`config.mk`:
```
export PLATFORM = sky130hd
export DESIGN_NAME = adaptive_threshold_rpeak_detector_core_flat
export DESIGN_NICKNAME = d
export VERILOG_FILES = /design/src/sv/atrd_pkg.sv /design/src/sv/atrd_ifs.sv /design/src/sv/adaptive_threshold_rpeak_detector_core.sv /design/src/sv/atrd_ram.sv /design/src/sv/atrd_div.sv /design/src/sv/atrd_datapath.sv /design/src/sv/atrd_ctrl.sv /design/src/flat_wrapper.sv
export SDC_FILE = /design/constraint.sdc
export NUM_CORES = 2
export LEC_CHECK = 0
export BUFFER_PORTS_ARGS = -buffer_cell sky130_fd_sc_hd__buf_2
export CORE_ASPECT_RATIO = 1.4
export CORE_MARGIN = 10
export CORE_UTILIZATION = 40
export DETAILED_ROUTE_END_ITERATION = 8
export PLACE_DENSITY = 0.53
export SLEW_MARGIN = 25
export SYNTH_ARGS = -nofsm -noshare
export SYNTH_HDL_FRONTEND = slang
export SYNTH_SLANG_ARGS = --single-unit
export TNS_END_PERCENT = 20
```
`constraint.sdc`:
```
create_clock -name clk -period 11.2 [get_ports clk]
set_input_delay 1.12 -clock clk [delete_from_list [all_inputs] [get_ports clk]]
set_output_delay 1.12 -clock clk [all_outputs]
set_load 0.1 [all_outputs]
```
`src/sv/atrd_pkg.sv`:
```
// Shared constants, codes and controller/datapath command types of the R-peak detector.
`default_nettype none
package atrd_pkg;

	localparam int unsigned INTERVAL_DEPTH_DEF = 16;

	localparam int unsigned SAMPLE_W   = 32;
	localparam int unsigned TICK_W     = 32;
	localparam int unsigned LEVEL_W    = 32;
	localparam int unsigned RATE_W     = 13;
	localparam int unsigned REFR_W     = 16;
	localparam int unsigned WEIGHT_W   = 9;
	localparam int unsigned IV_W       = 16;
	localparam int unsigned CFG_IDX_W  = 1;
	localparam int unsigned CFG_DATA_W = 16;

	// 60 s * 1000 ms: numerator per ring slot of the rate estimate
	localparam int unsigned MS_PER_MINUTE = 60000;

	localparam logic [REFR_W-1:0]   REFR_RESET   = 16'd200;
	localparam logic [WEIGHT_W-1:0] WEIGHT_RESET = 9'd192;
	localparam logic [WEIGHT_W-1:0] WEIGHT_FULL  = 9'd256;
	localparam logic [RATE_W-1:0]   RATE_MAX     = 13'd8191;
	localparam logic [IV_W-1:0]     IV_MAX       = 16'hFFFF;

	typedef enum logic [CFG_IDX_W-1:0] {
		CFG_REFRACTORY = 1'b0,
		CFG_WEIGHT     = 1'b1
	} cfg_idx_t;

	typedef struct packed {
		logic capture;
		logic eval;
		logic level;
		logic mul;
		logic thr;
		logic div_start;
		logic load_out;
	} dp_cmd_t;

	typedef struct packed {
		logic scored;
		logic hit;
		logic div_done;
	} dp_status_t;

endpackage
`default_nettype wire

```
`src/sv/atrd_ifs.sv`:
```
// Valid/ready channel interfaces for sample input and detector result output.
`default_nettype none
interface atrd_in_if;
	logic                            valid;
	logic                            ready;
	logic [atrd_pkg::SAMPLE_W-1:0]   sample;
	logic [atrd_pkg::TICK_W-1:0]     tick_ms;

	modport source (output valid, sample, tick_ms, input ready);
	modport sink   (input valid, sample, tick_ms, output ready);
endinterface

interface atrd_out_if;
	logic                            valid;
	logic                            ready;
	logic                            peak_found;
	logic [atrd_pkg::RATE_W-1:0]     heart_rate;
	logic [atrd_pkg::LEVEL_W-1:0]    detect_threshold;
	logic [atrd_pkg::LEVEL_W-1:0]    signal_peak_level;
	logic [atrd_pkg::LEVEL_W-1:0]    noise_peak_level;

	modport source (output valid, peak_found, heart_rate, detect_threshold,
		signal_peak_level, noise_peak_level, input ready);
	modport sink   (input valid, peak_found, heart_rate, detect_threshold,
		signal_peak_level, noise_peak_level, output ready);
endinterface
`default_nettype wire

```
`src/sv/adaptive_threshold_rpeak_detector_core.sv`:
```
// Adaptive-threshold R-peak detector top level: controller, datapath and ports.
// Takes one integrated ECG sample with its millisecond tick per input transfer and
// returns exactly one result transfer per sample. The middle of the last three samples
// is a local maximum when it is at least both neighbors; if refractory_ms ticks have
// passed since the last R peak it is scored: above the threshold it is an R peak (signal
// level moves 1/8 toward it, the interval goes into an INTERVAL_DEPTH-entry ring and
// the rate becomes floor(60000*INTERVAL_DEPTH / interval sum), capped at 8191), else
// the noise level moves 1/8 toward it; then threshold = noise + weight*(signal-noise)/256.
// Steps: an unscored sample passes the evaluate, level and output states; a noise peak
// also passes multiply and threshold, and an R peak then waits in the divide state for
// the bit-serial rate divider before the output state. One sample is in work at a time;
// input ready is high only between items, and a new sample can be taken while the
// previous result still waits in the output register. Write configuration only while
// no item is in work.
`default_nettype none
module adaptive_threshold_rpeak_detector_core #(
	parameter int unsigned INTERVAL_DEPTH = atrd_pkg::INTERVAL_DEPTH_DEF
) (
	input  wire logic                            clk,
	input  wire logic                            arst_n,
	atrd_in_if.sink                              in_ch,
	atrd_out_if.source                           out_ch,
	input  wire logic                            cfg_we,
	input  wire logic [atrd_pkg::CFG_IDX_W-1:0]  cfg_index,
	input  wire logic [atrd_pkg::CFG_DATA_W-1:0] cfg_wdata
);

	// command/status bundle between the sequencer and the datapath
	atrd_pkg::dp_cmd_t    cmd;
	atrd_pkg::dp_status_t status;

	// sequencer: walks evaluate, level, multiply, threshold, divide, output
	atrd_ctrl u_ctrl (
		.clk       (clk),
		.arst_n    (arst_n),
		.in_valid  (in_ch.valid),
		.in_ready  (in_ch.ready),
		.out_valid (out_ch.valid),
		.out_ready (out_ch.ready),
		.status    (status),
		.cmd       (cmd)
	);

	// datapath: holds all detector state, the interval ring and the result register
	atrd_datapath #(
		.INTERVAL_DEPTH (INTERVAL_DEPTH)
	) u_datapath (
		.clk               (clk),
		.arst_n            (arst_n),
		.cmd               (cmd),
		.status            (status),
		.cfg_we            (cfg_we),
		.cfg_index         (cfg_index),
		.cfg_wdata         (cfg_wdata),
		.in_sample         (in_ch.sample),
		.in_tick_ms        (in_ch.tick_ms),
		.peak_found        (out_ch.peak_found),
		.heart_rate        (out_ch.heart_rate),
		.detect_threshold  (out_ch.detect_threshold),
		.signal_peak_level (out_ch.signal_peak_level),
		.noise_peak_level  (out_ch.noise_peak_level)
	);

endmodule
`default_nettype wire

```
`src/sv/atrd_ram.sv`:
```
// Generic single-write, single-read RAM with registered read data.
`default_nettype none
module atrd_ram #(
	parameter int unsigned WIDTH = 16,
	parameter int unsigned DEPTH = 16
) (
	input  wire logic                             clk,
	input  wire logic                             we,
	input  wire logic [$clog2(DEPTH)-1:0]         waddr,
	input  wire logic [WIDTH-1:0]                 wdata,
	input  wire logic                             re,
	input  wire logic [$clog2(DEPTH)-1:0]         raddr,
	output      logic [WIDTH-1:0]                 rdata
);

	logic [WIDTH-1:0] mem [DEPTH];

	always_ff @(posedge clk) begin
		if (we) begin
			mem[waddr] <= wdata;
		end
		if (re) begin
			rdata <= mem[raddr];
		end
	end

endmodule
`default_nettype wire

```
`src/sv/atrd_div.sv`:
```
// Restoring divider, one quotient bit per cycle, for a constant numerator.
`default_nettype none
module atrd_div #(
	parameter int unsigned NUM_W     = 20,
	parameter int unsigned DEN_W     = 20,
	parameter int unsigned NUMERATOR = 960000
) (
	input  wire logic             clk,
	input  wire logic             arst_n,
	input  wire logic             start,
	input  wire logic [DEN_W-1:0] divisor,
	output      logic             done,
	output      logic [NUM_W-1:0] quotient
);

	localparam int unsigned CNT_W = $clog2(NUM_W + 1);

	logic             busy_q;
	logic             done_q;
	logic [CNT_W-1:0] cnt_q;
	logic [DEN_W-1:0] rem_q;
	logic [NUM_W-1:0] quo_q;

	logic [DEN_W:0]   trial;
	logic [DEN_W:0]   diff;
	logic             fits;

	assign trial = {rem_q, quo_q[NUM_W-1]};
	assign diff  = trial - {1'b0, divisor};
	assign fits  = trial >= {1'b0, divisor};

	always_ff @(posedge clk or negedge arst_n) begin
		if (!arst_n) begin
			busy_q <= 1'b0;
			done_q <= 1'b0;
			cnt_q  <= '0;
		end else begin
			done_q <= 1'b0;
			if (start) begin
				busy_q <= 1'b1;
				cnt_q  <= CNT_W'(NUM_W);
			end else if (busy_q) begin
				cnt_q <= cnt_q - 1'b1;
				if (cnt_q == CNT_W'(1)) begin
					busy_q <= 1'b0;
					done_q <= 1'b1;
				end
			end
		end
	end

	// shift the numerator out of the quotient register as quotient bits come in
	always_ff @(posedge clk) begin
		if (start) begin
			rem_q <= '0;
			quo_q <= NUM_W'(NUMERATOR);
		end else if (busy_q) begin
			rem_q <= fits ? diff[DEN_W-1:0] : trial[DEN_W-1:0];
			quo_q <= {quo_q[NUM_W-2:0], fits};
		end
	end

	assign done     = done_q;
	assign quotient = quo_q;

endmodule
`default_nettype wire

```
`src/sv/atrd_datapath.sv`:
```
// Detector datapath: sample window, levels, threshold, interval ring and rate divider.
`default_nettype none
module atrd_datapath #(
	parameter int unsigned INTERVAL_DEPTH = atrd_pkg::INTERVAL_DEPTH_DEF
) (
	input  wire logic                                clk,
	input  wire logic                                arst_n,
	input  wire atrd_pkg::dp_cmd_t                   cmd,
	output      atrd_pkg::dp_status_t                status,
	input  wire logic                                cfg_we,
	input  wire logic [atrd_pkg::CFG_IDX_W-1:0]      cfg_index,
	input  wire logic [atrd_pkg::CFG_DATA_W-1:0]     cfg_wdata,
	input  wire logic [atrd_pkg::SAMPLE_W-1:0]       in_sample,
	input  wire logic [atrd_pkg::TICK_W-1:0]         in_tick_ms,
	output      logic                                peak_found,
	output      logic [atrd_pkg::RATE_W-1:0]         heart_rate,
	output      logic [atrd_pkg::LEVEL_W-1:0]        detect_threshold,
	output      logic [atrd_pkg::LEVEL_W-1:0]        signal_peak_level,
	output      logic [atrd_pkg::LEVEL_W-1:0]        noise_peak_level
);

	localparam int unsigned LW       = atrd_pkg::LEVEL_W;
	localparam int unsigned POS_W    = $clog2(INTERVAL_DEPTH);
	localparam int unsigned SUM_W    = $clog2(INTERVAL_DEPTH * 65535 + 1);
	localparam int unsigned RATE_NUM = atrd_pkg::MS_PER_MINUTE * INTERVAL_DEPTH;
	localparam int unsigned NUM_W    = $clog2(RATE_NUM + 1);
	localparam int unsigned PROD_W   = atrd_pkg::WEIGHT_W + LW;
	localparam logic [POS_W-1:0] POS_LAST = POS_W'(INTERVAL_DEPTH - 1);

	// configuration
	logic [atrd_pkg::REFR_W-1:0]   refr_q;
	logic [atrd_pkg::WEIGHT_W-1:0] weight_q;

	// detector state
	logic [LW-1:0]               older_q;
	logic [LW-1:0]               middle_q;
	logic [atrd_pkg::TICK_W-1:0] last_tick_q;
	logic [LW-1:0]               sig_q;
	logic [LW-1:0]               noise_q;
	logic [LW-1:0]               thr_q;
	logic [POS_W-1:0]            pos_q;
	logic [SUM_W-1:0]            sum_q;
	logic [atrd_pkg::RATE_W-1:0] rate_q;
	logic [INTERVAL_DEPTH-1:0]   valid_q;
	logic                        scored_q;
	logic                        hit_q;

	// per-item working registers
	logic [LW-1:0]               sample_q;
	logic [atrd_pkg::TICK_W-1:0] tick_q;
	logic [LW-1:0]               peak_q;
	logic [atrd_pkg::IV_W-1:0]   iv_q;
	logic [PROD_W-1:0]           prod_q;
	logic                        ge_q;

	// output register
	logic                        out_peak_q;
	logic [atrd_pkg::RATE_W-1:0] out_rate_q;
	logic [LW-1:0]               out_thr_q;
	logic [LW-1:0]               out_sig_q;
	logic [LW-1:0]               out_noise_q;

	logic                        is_max;
	logic [atrd_pkg::TICK_W-1:0] elapsed;
	logic                        scored_c;
	logic                        hit_c;
	logic [atrd_pkg::IV_W-1:0]   iv_c;
	logic [LW-1:0]               ema_old;
	logic [LW+2:0]               ema_t;
	logic [atrd_pkg::IV_W-1:0]   ring_rdata;
	logic [atrd_pkg::IV_W-1:0]   ring_old;
	logic [SUM_W-1:0]            sum_next;
	logic [POS_W-1:0]            pos_next;
	logic [atrd_pkg::WEIGHT_W-1:0] w_sat;
	logic                        sig_ge;
	logic [LW-1:0]               diff;
	logic [PROD_W:0]             prod_up;
	logic [LW-1:0]               thr_c;
	logic                        div_done;
	logic [NUM_W-1:0]            quotient;

	assign is_max   = (middle_q >= older_q) && (middle_q >= sample_q);
	assign elapsed  = tick_q - last_tick_q;
	assign scored_c = is_max && (elapsed >= {16'd0, refr_q});
	assign hit_c    = scored_c && (middle_q > thr_q);
	assign iv_c     = (elapsed > 32'h0000_FFFF) ? atrd_pkg::IV_MAX : elapsed[15:0];

	// level += (peak - level) / 8, as floor((peak + 7 * level) / 8)
	assign ema_old = hit_q ? sig_q : noise_q;
	assign ema_t   = {3'b000, peak_q} + {ema_old, 3'b000} - {3'b000, ema_old};

	assign ring_old = valid_q[pos_q] ? ring_rdata : '0;
	assign sum_next = sum_q - SUM_W'(ring_old) + SUM_W'(iv_q);
	assign pos_next = (pos_q == POS_LAST) ? '0 : pos_q + 1'b1;

	assign w_sat   = (weight_q > atrd_pkg::WEIGHT_FULL) ? atrd_pkg::WEIGHT_FULL : weight_q;
	assign sig_ge  = sig_q >= noise_q;
	assign diff    = sig_ge ? (sig_q - noise_q) : (noise_q - sig_q);
	// round the downward step away from noise so the blend floors
	assign prod_up = {1'b0, prod_q} + (PROD_W + 1)'(255);
	assign thr_c   = ge_q ? (noise_q + prod_q[LW+7:8]) : (noise_q - prod_up[LW+7:8]);

	always_ff @(posedge clk or negedge arst_n) begin
		if (!arst_n) begin
			refr_q      <= atrd_pkg::REFR_RESET;
			weight_q    <= atrd_pkg::WEIGHT_RESET;
			older_q     <= '0;
			middle_q    <= '0;
			last_tick_q <= '0;
			sig_q       <= '0;
			noise_q     <= '0;
			thr_q       <= '0;
			pos_q       <= '0;
			sum_q       <= '0;
			rate_q      <= '0;
			valid_q     <= '0;
			scored_q    <= 1'b0;
			hit_q       <= 1'b0;
		end else begin
			if (cfg_we && (cfg_index == atrd_pkg::CFG_REFRACTORY)) begin
				refr_q <= cfg_wdata;
			end
			if (cfg_we && (cfg_index == atrd_pkg::CFG_WEIGHT)) begin
				weight_q <= cfg_wdata[atrd_pkg::WEIGHT_W-1:0];
			end
			if (cmd.eval) begin
				scored_q <= scored_c;
				hit_q    <= hit_c;
				older_q  <= middle_q;
				middle_q <= sample_q;
			end
			if (cmd.level && scored_q) begin
				if (hit_q) begin
					sig_q          <= ema_t[LW+2:3];
					last_tick_q    <= tick_q;
					sum_q          <= sum_next;
					pos_q          <= pos_next;
					valid_q[pos_q] <= 1'b1;
				end else begin
					noise_q <= ema_t[LW+2:3];
				end
			end
			if (cmd.thr) begin
				thr_q <= thr_c;
			end
			if (div_done) begin
				rate_q <= (quotient > NUM_W'(atrd_pkg::RATE_MAX)) ?
					atrd_pkg::RATE_MAX : quotient[atrd_pkg::RATE_W-1:0];
			end
		end
	end

	always_ff @(posedge clk) begin
		if (cmd.capture) begin
			sample_q <= in_sample;
			tick_q   <= in_tick_ms;
		end
		if (cmd.eval) begin
			peak_q <= middle_q;
			iv_q   <= iv_c;
		end
		if (cmd.mul) begin
			prod_q <= PROD_W'(w_sat) * PROD_W'(diff);
			ge_q   <= sig_ge;
		end
		if (cmd.load_out) begin
			out_peak_q  <= hit_q;
			out_rate_q  <= rate_q;
			out_thr_q   <= thr_q;
			out_sig_q   <= sig_q;
			out_noise_q <= noise_q;
		end
	end

	atrd_ram #(
		.WIDTH (atrd_pkg::IV_W),
		.DEPTH (INTERVAL_DEPTH)
	) u_ring (
		.clk   (clk),
		.we    (cmd.level && scored_q && hit_q),
		.waddr (pos_q),
		.wdata (iv_q),
		.re    (cmd.eval),
		.raddr (pos_q),
		.rdata (ring_rdata)
	);

	atrd_div #(
		.NUM_W     (NUM_W),
		.DEN_W     (SUM_W),
		.NUMERATOR (RATE_NUM)
	) u_div (
		.clk      (clk),
		.arst_n   (arst_n),
		.start    (cmd.div_start),
		.divisor  (sum_q),
		.done     (div_done),
		.quotient (quotient)
	);

	assign status.scored   = scored_q;
	assign status.hit      = hit_q;
	assign status.div_done = div_done;

	assign peak_found        = out_peak_q;
	assign heart_rate        = out_rate_q;
	assign detect_threshold  = out_thr_q;
	assign signal_peak_level = out_sig_q;
	assign noise_peak_level  = out_noise_q;

endmodule
`default_nettype wire

```
`src/sv/atrd_ctrl.sv`:
```
// Detector controller: sequences one sample through the datapath and owns the handshakes.
`default_nettype none
module atrd_ctrl (
	input  wire logic                   clk,
	input  wire logic                   arst_n,
	input  wire logic                   in_valid,
	output      logic                   in_ready,
	output      logic                   out_valid,
	input  wire logic                   out_ready,
	input  wire atrd_pkg::dp_status_t   status,
	output      atrd_pkg::dp_cmd_t      cmd
);

	typedef enum logic [6:0] {
		S_IDLE  = 7'b0000001,
		S_EVAL  = 7'b0000010,
		S_LEVEL = 7'b0000100,
		S_MUL   = 7'b0001000,
		S_THR   = 7'b0010000,
		S_DIV   = 7'b0100000,
		S_OUT   = 7'b1000000
	} state_t;

	state_t state_q;
	state_t state_d;
	logic   out_valid_q;
	logic   out_free;

	assign out_free = !out_valid_q || out_ready;

	always_comb begin
		state_d = state_q;
		case (state_q)
			S_IDLE:  if (in_valid) state_d = S_EVAL;
			S_EVAL:  state_d = S_LEVEL;
			S_LEVEL: state_d = status.scored ? S_MUL : S_OUT;
			S_MUL:   state_d = S_THR;
			S_THR:   state_d = status.hit ? S_DIV : S_OUT;
			S_DIV:   if (status.div_done) state_d = S_OUT;
			S_OUT:   if (out_free) state_d = S_IDLE;
			default: state_d = S_IDLE;
		endcase
	end

	always_comb begin
		cmd.capture   = (state_q == S_IDLE) && in_valid;
		cmd.eval      = state_q == S_EVAL;
		cmd.level     = state_q == S_LEVEL;
		cmd.mul       = state_q == S_MUL;
		cmd.thr       = state_q == S_THR;
		cmd.div_start = (state_q == S_THR) && status.hit;
		cmd.load_out  = (state_q == S_OUT) && out_free;
	end

	always_ff @(posedge clk or negedge arst_n) begin
		if (!arst_n) begin
			state_q     <= S_IDLE;
			out_valid_q <= 1'b0;
		end else begin
			state_q <= state_d;
			if (cmd.load_out) begin
				out_valid_q <= 1'b1;
			end else if (out_ready) begin
				out_valid_q <= 1'b0;
			end
		end
	end

	assign in_ready  = state_q == S_IDLE;
	assign out_valid = out_valid_q;

`ifndef SYNTHESIS
	a_load_when_free: assert property (@(posedge clk) disable iff (!arst_n)
		cmd.load_out |-> (!out_valid_q || out_ready))
		else $error("result loaded over an untaken result");

	a_accept_to_eval: assert property (@(posedge clk) disable iff (!arst_n)
		(in_valid && in_ready) |=> (state_q == S_EVAL))
		else $error("input transfer did not start evaluation");

	a_div_start: assert property (@(posedge clk) disable iff (!arst_n)
		cmd.div_start |=> (state_q == S_DIV))
		else $error("rate division started outside the divide state");

	a_div_done_out: assert property (@(posedge clk) disable iff (!arst_n)
		((state_q == S_DIV) && status.div_done) |=> (state_q == S_OUT))
		else $error("divider finished without moving to output");
`endif

endmodule
`default_nettype wire
```
`src/flat_wrapper.sv`:
```
// flat-port wrapper written by rule: the top's interface ports become plain ports
module adaptive_threshold_rpeak_detector_core_flat 
#(
	parameter int unsigned INTERVAL_DEPTH = atrd_pkg::INTERVAL_DEPTH_DEF
)
  (clk, arst_n, cfg_we, cfg_index, cfg_wdata, in_ch_valid, in_ch_sample, in_ch_tick_ms, in_ch_ready, out_ch_valid, out_ch_peak_found, out_ch_heart_rate, out_ch_detect_threshold, out_ch_signal_peak_level, out_ch_noise_peak_level, out_ch_ready);
  atrd_in_if in_ch_i ();
  atrd_out_if out_ch_i ();
  input  wire logic clk;
  input  wire logic arst_n;
  input  wire logic cfg_we;
  input  wire logic [atrd_pkg::CFG_IDX_W-1:0] cfg_index;
  input  wire logic [atrd_pkg::CFG_DATA_W-1:0] cfg_wdata;
  input wire logic [$bits(in_ch_i.valid)-1:0] in_ch_valid;
  input wire logic [$bits(in_ch_i.sample)-1:0] in_ch_sample;
  input wire logic [$bits(in_ch_i.tick_ms)-1:0] in_ch_tick_ms;
  output wire logic [$bits(in_ch_i.ready)-1:0] in_ch_ready;
  output wire logic [$bits(out_ch_i.valid)-1:0] out_ch_valid;
  output wire logic [$bits(out_ch_i.peak_found)-1:0] out_ch_peak_found;
  output wire logic [$bits(out_ch_i.heart_rate)-1:0] out_ch_heart_rate;
  output wire logic [$bits(out_ch_i.detect_threshold)-1:0] out_ch_detect_threshold;
  output wire logic [$bits(out_ch_i.signal_peak_level)-1:0] out_ch_signal_peak_level;
  output wire logic [$bits(out_ch_i.noise_peak_level)-1:0] out_ch_noise_peak_level;
  input wire logic [$bits(out_ch_i.ready)-1:0] out_ch_ready;
  assign in_ch_i.valid = in_ch_valid;
  assign in_ch_i.sample = in_ch_sample;
  assign in_ch_i.tick_ms = in_ch_tick_ms;
  assign in_ch_ready = in_ch_i.ready;
  assign out_ch_valid = out_ch_i.valid;
  assign out_ch_peak_found = out_ch_i.peak_found;
  assign out_ch_heart_rate = out_ch_i.heart_rate;
  assign out_ch_detect_threshold = out_ch_i.detect_threshold;
  assign out_ch_signal_peak_level = out_ch_i.signal_peak_level;
  assign out_ch_noise_peak_level = out_ch_i.noise_peak_level;
  assign out_ch_i.ready = out_ch_ready;
  adaptive_threshold_rpeak_detector_core #(.INTERVAL_DEPTH(INTERVAL_DEPTH)) u_core (.clk(clk), .arst_n(arst_n), .in_ch(in_ch_i), .out_ch(out_ch_i), .cfg_we(cfg_we), .cfg_index(cfg_index), .cfg_wdata(cfg_wdata));
endmodule
```
==> results.txt <==
The library cells used most frequently in the layout, excluding fill and tap cells, are inv_1 (689), edfxtp_1 (535), nand2_1 (485). Sorting the synthesized cells by area gives the leading types as edfxtp_1 (30%), dfrtp_1 (13%), fa_1 (9.6%). The placer congestion estimate is 0.8880. The maximum number of pins on one net before global-route repair came out at 80. The nature of the critical path endpoint is a flip-flop. In the global route stage, met3 resource usage came out at 2.632%.

After filler insertion, the fill cell instance count of the layout stands at 12840. The synthesized instance count is 5033. The sum of overflow across all layers after global routing came out at 0. For this design the top-level I/O count stands at 198. The met1 usage came out at 22.87%. The number of antenna violations at the first check in global routing came out at 4.

The flip-flop and latch count after synthesis came out at 862. The flow ran to the end, and the final reports show no timing, DRC or antenna violations. For the pin with the worst max-slew slack, the measured transition is 1.063 ns. The number of flip-flops in the largest register is 256. The synthesized area divided by synthesized cell count is 10.79 um^2. In the routed design, unresolved DRC markers number 0. Clock-pin slew was measured on the worst setup and hold paths at 0.07 ns. The number of max-slew violations in the final report was 0. In the final routed layout, each cell accounts on average for 21.72 um. The die width came out at 331.4 um.

The register with the most flip-flops in the final layout is u_core.u_datapath.u_ring.mem. For this run, the leading register cell type out of synthesis is edfxtp_1. The number of port buffers came out at 197.

The count of standard-cell rows came out at 159. The number of global-route vias before repair is 38750. The hold violation count in the final report was 0. Setup repair after global routing left no endpoint under its margin. The maximum net fanout on the critical path came out at 21. For this run, the register share of the synthesized area comes to 44.31%. At the worst endpoint, the arrival time is 10.72 ns. For the finished layout, the period the worst path requires is 10.27 ns. The H-tree was split into 3 levels. The clock tree buffer depth is 3. The clock latency of the later-clocked register in the worst-skew pair came out at 0.72 ns. The most used routing layer is met2. The first-pass GRT wire length is 235.6 mm.

Once detail routing completed, the nets flagged for antenna violations numbered 0. The initial DRC count is 2392. The post-route fraction of the period consumed by the critical path came out at 91.66%.

The count of instances resized after the clock tree is built is 0. The number of buffers added by the clock tree synthesis step came out at 91. edfxtp_1 takes more of the synthesized area than any other cell. The routed via count divided by cell count is 5.298. The share of Yosys cell area claimed by the top area cell type came out at 29.59%. The accumulated negative setup slack is 0 ns. Timing would allow up to 97.41 MHz. The worst path required time came out at 11.66 ns. The total of max-cap violations came out at 0. The number of endpoints failing setup at the final stage is 0. The worst slew slack as a fraction of its limit is 28.51%. The cell area after technology mapping came out at 0.05429 mm^2. The global-route usage over all layers came out at 20.16%. In this run, synthesis inferred 535 flip-flops with an integrated enable. The number of warnings issued by yosys came out at 0. The CTS tree is done.

The detailed placement HPWL came out at 116.6 mm. The first-pass detailed-route iteration total came out at 7. The effective utilization at floorplan is 40.37%. The count of different cell masters after synthesis came out at 107.

The TritonCTS sink count is 862. For met2 alone, demand over resource in global routing was 37.10%. The area growth from synthesis to final layout is 11.18%. The total via count after detailed routing is 37480.

STA classifies the critical path startpoint as a flip-flop. Leaving out fill and tap cells, the most frequent cell in the layout is inv_1. By startpoint and endpoint, the worst setup path is classified as reg2reg. The worst min-delay path class is in2async. In the final layout, the registers with the most flip-flops are u_core.u_datapath.u_ring.mem x256, u_core.u_datapath.prod_q x40.

The total wirelength of the detailed-routed design came out at 153.6 mm. On the final layout, the worst clock skew is 0.02731 ns. Of all flip-flops after synthesis, the portion carrying an async set or reset was 33.29%. The post-CTS repair timing setup buffer count is 0. The floorplan die area came out at 0.1511 mm^2. The post-route netlist has 11.85% of its cells at a drive strength greater than 1. CTS placed an instance of clkbuf_16 at the clock tree root.

Among the stages of the critical path, the cell type that occurs most often is fa_1. The quantity of hold-fixing buffers added after cts came out at 0. The core area is 0.1345 mm^2. The number of nets handed over by synthesis was 5756. The critical path's slowest cell is xor2_1. After the last flow step, the layout net total stands at 5949.

The delay of the slowest cell on the worst path came out at 0.59 ns. The die extent in y is 455.9 um.
area by class of cell:
class                   count  area, um^2  area share (%)
flip-flops and latches    862       24060           39.86
well taps                1771        2216           3.671
diodes                      2       5.005        0.008291
clock inverters            52       560.5          0.9286
repair buffers            260        1469           2.433
inverters                 691        2604           4.313
multi-input cells        3320       27010           44.75
clock buffers             116        2432           4.030
cells by family after synthesis:
kind of cell	after synthesis	share of synthesized area (%)
simple gates	1300	11.12
compound gates	1013	11.78
flops	862	44.31
buf+inv	851	6.081
fa+ha+maj	637	18.27
xor+xnor	220	3.646
mux	150	4.793
metrics by stage:
step | hold WS (ns) | util [%] | instances | setup WS (ns) | cell area [um^2]
finish | 0.3553 | 44.88 | 7074 | 0.9342 | 60360
global route | 0.4028 | 44.88 | 7072 | 0.3189 | 60360
CTS | 0.3535 | 44.88 | 7072 | 0.9676 | 60360
detailed placement | 0.4368 | 42.66 | 6904 | 1.007 | 57370
global placement | 0.4321 | 42.66 | 6904 | 1.134 | 57370
floorplan | 0.4249 | - | 5033 | 2.828 | 54290
Yosys cell counts (all sizes together), types with 7 or more instances:
library cell and count:
nor3 64, o21a 28, nor4 19, o22a 14, dfxtp 40, or2 52, o21ai 350, a31o 8
and3 39, o31ai 13, fa 260, a31oi 33, nand4 50, and2 47, nand3 45, nor2b 53
nor2 345, xor2 107, buf 47, a21oi 250, nand2 486, mux2i 41, o21bai 34, a2111oi 8
xnor2 113, mux2 24, nor3b 7, edfxtp 535, a21boi 32, a211oi 36, nand2b 48, ha 377
clkbuf 113, or3 19, a21o 107, dfrtp 281, a311oi 8, o2111ai 12, o211ai 21, inv 691
mux4 85
routing by layer:
| metal | share of wire, % | vias to the layer above | routed length (um) |
|---|---|---|---|
| met5 | 0 | - | 0 |
| met4 | 4.9 | 0 | 7602 |
| met3 | 4.1 | 264 | 6370 |
| met2 | 52 | 848 | 80300 |
| met1 | 39 | 18670 | 59350 |
| li1 | - | 17700 | - |
worst max-delay path, delay by kind of cell, from the launching register on:
kind | cells | cell delay [ns]
adder cells (fa/ha/maj) | 7 | 3.08
buffers and inverters | 5 | 0.63
multiplexers | 1 | 0.35
AND/OR/NAND/NOR | 2 | 0.31
AO/OA/AOI/OAI | 15 | 4.47
flip-flops | 1 | 0.41
XOR/XNOR | 2 | 0.74
path summary, 6_finish.rpt:
kind | startpoint | end | slack (ns) | cells past startpoint
setup / recovery | u_core.u_datapath.sig_q[0] | u_core.u_datapath.prod_q[39] | 0.93 | 32
hold / removal | arst_n | u_core.u_datapath.last_tick_q[9] | 0.36 | 1
setup reg to reg | u_core.u_datapath.sig_q[0] | u_core.u_datapath.prod_q[39] | 0.93 | 32
hold reg to reg | u_core.u_datapath.middle_q[0] | u_core.u_datapath.peak_q[0] | 0.45 | 0
max in group asynchronous | arst_n | u_core.u_datapath.u_div.busy_q | 8.71 | 3
min in group clk | u_core.u_datapath.middle_q[0] | u_core.u_datapath.peak_q[0] | 0.45 | 0
Power is not shown: default switching activity piles up to over one toggle a cycle in this logic, so the estimate is an artifact.
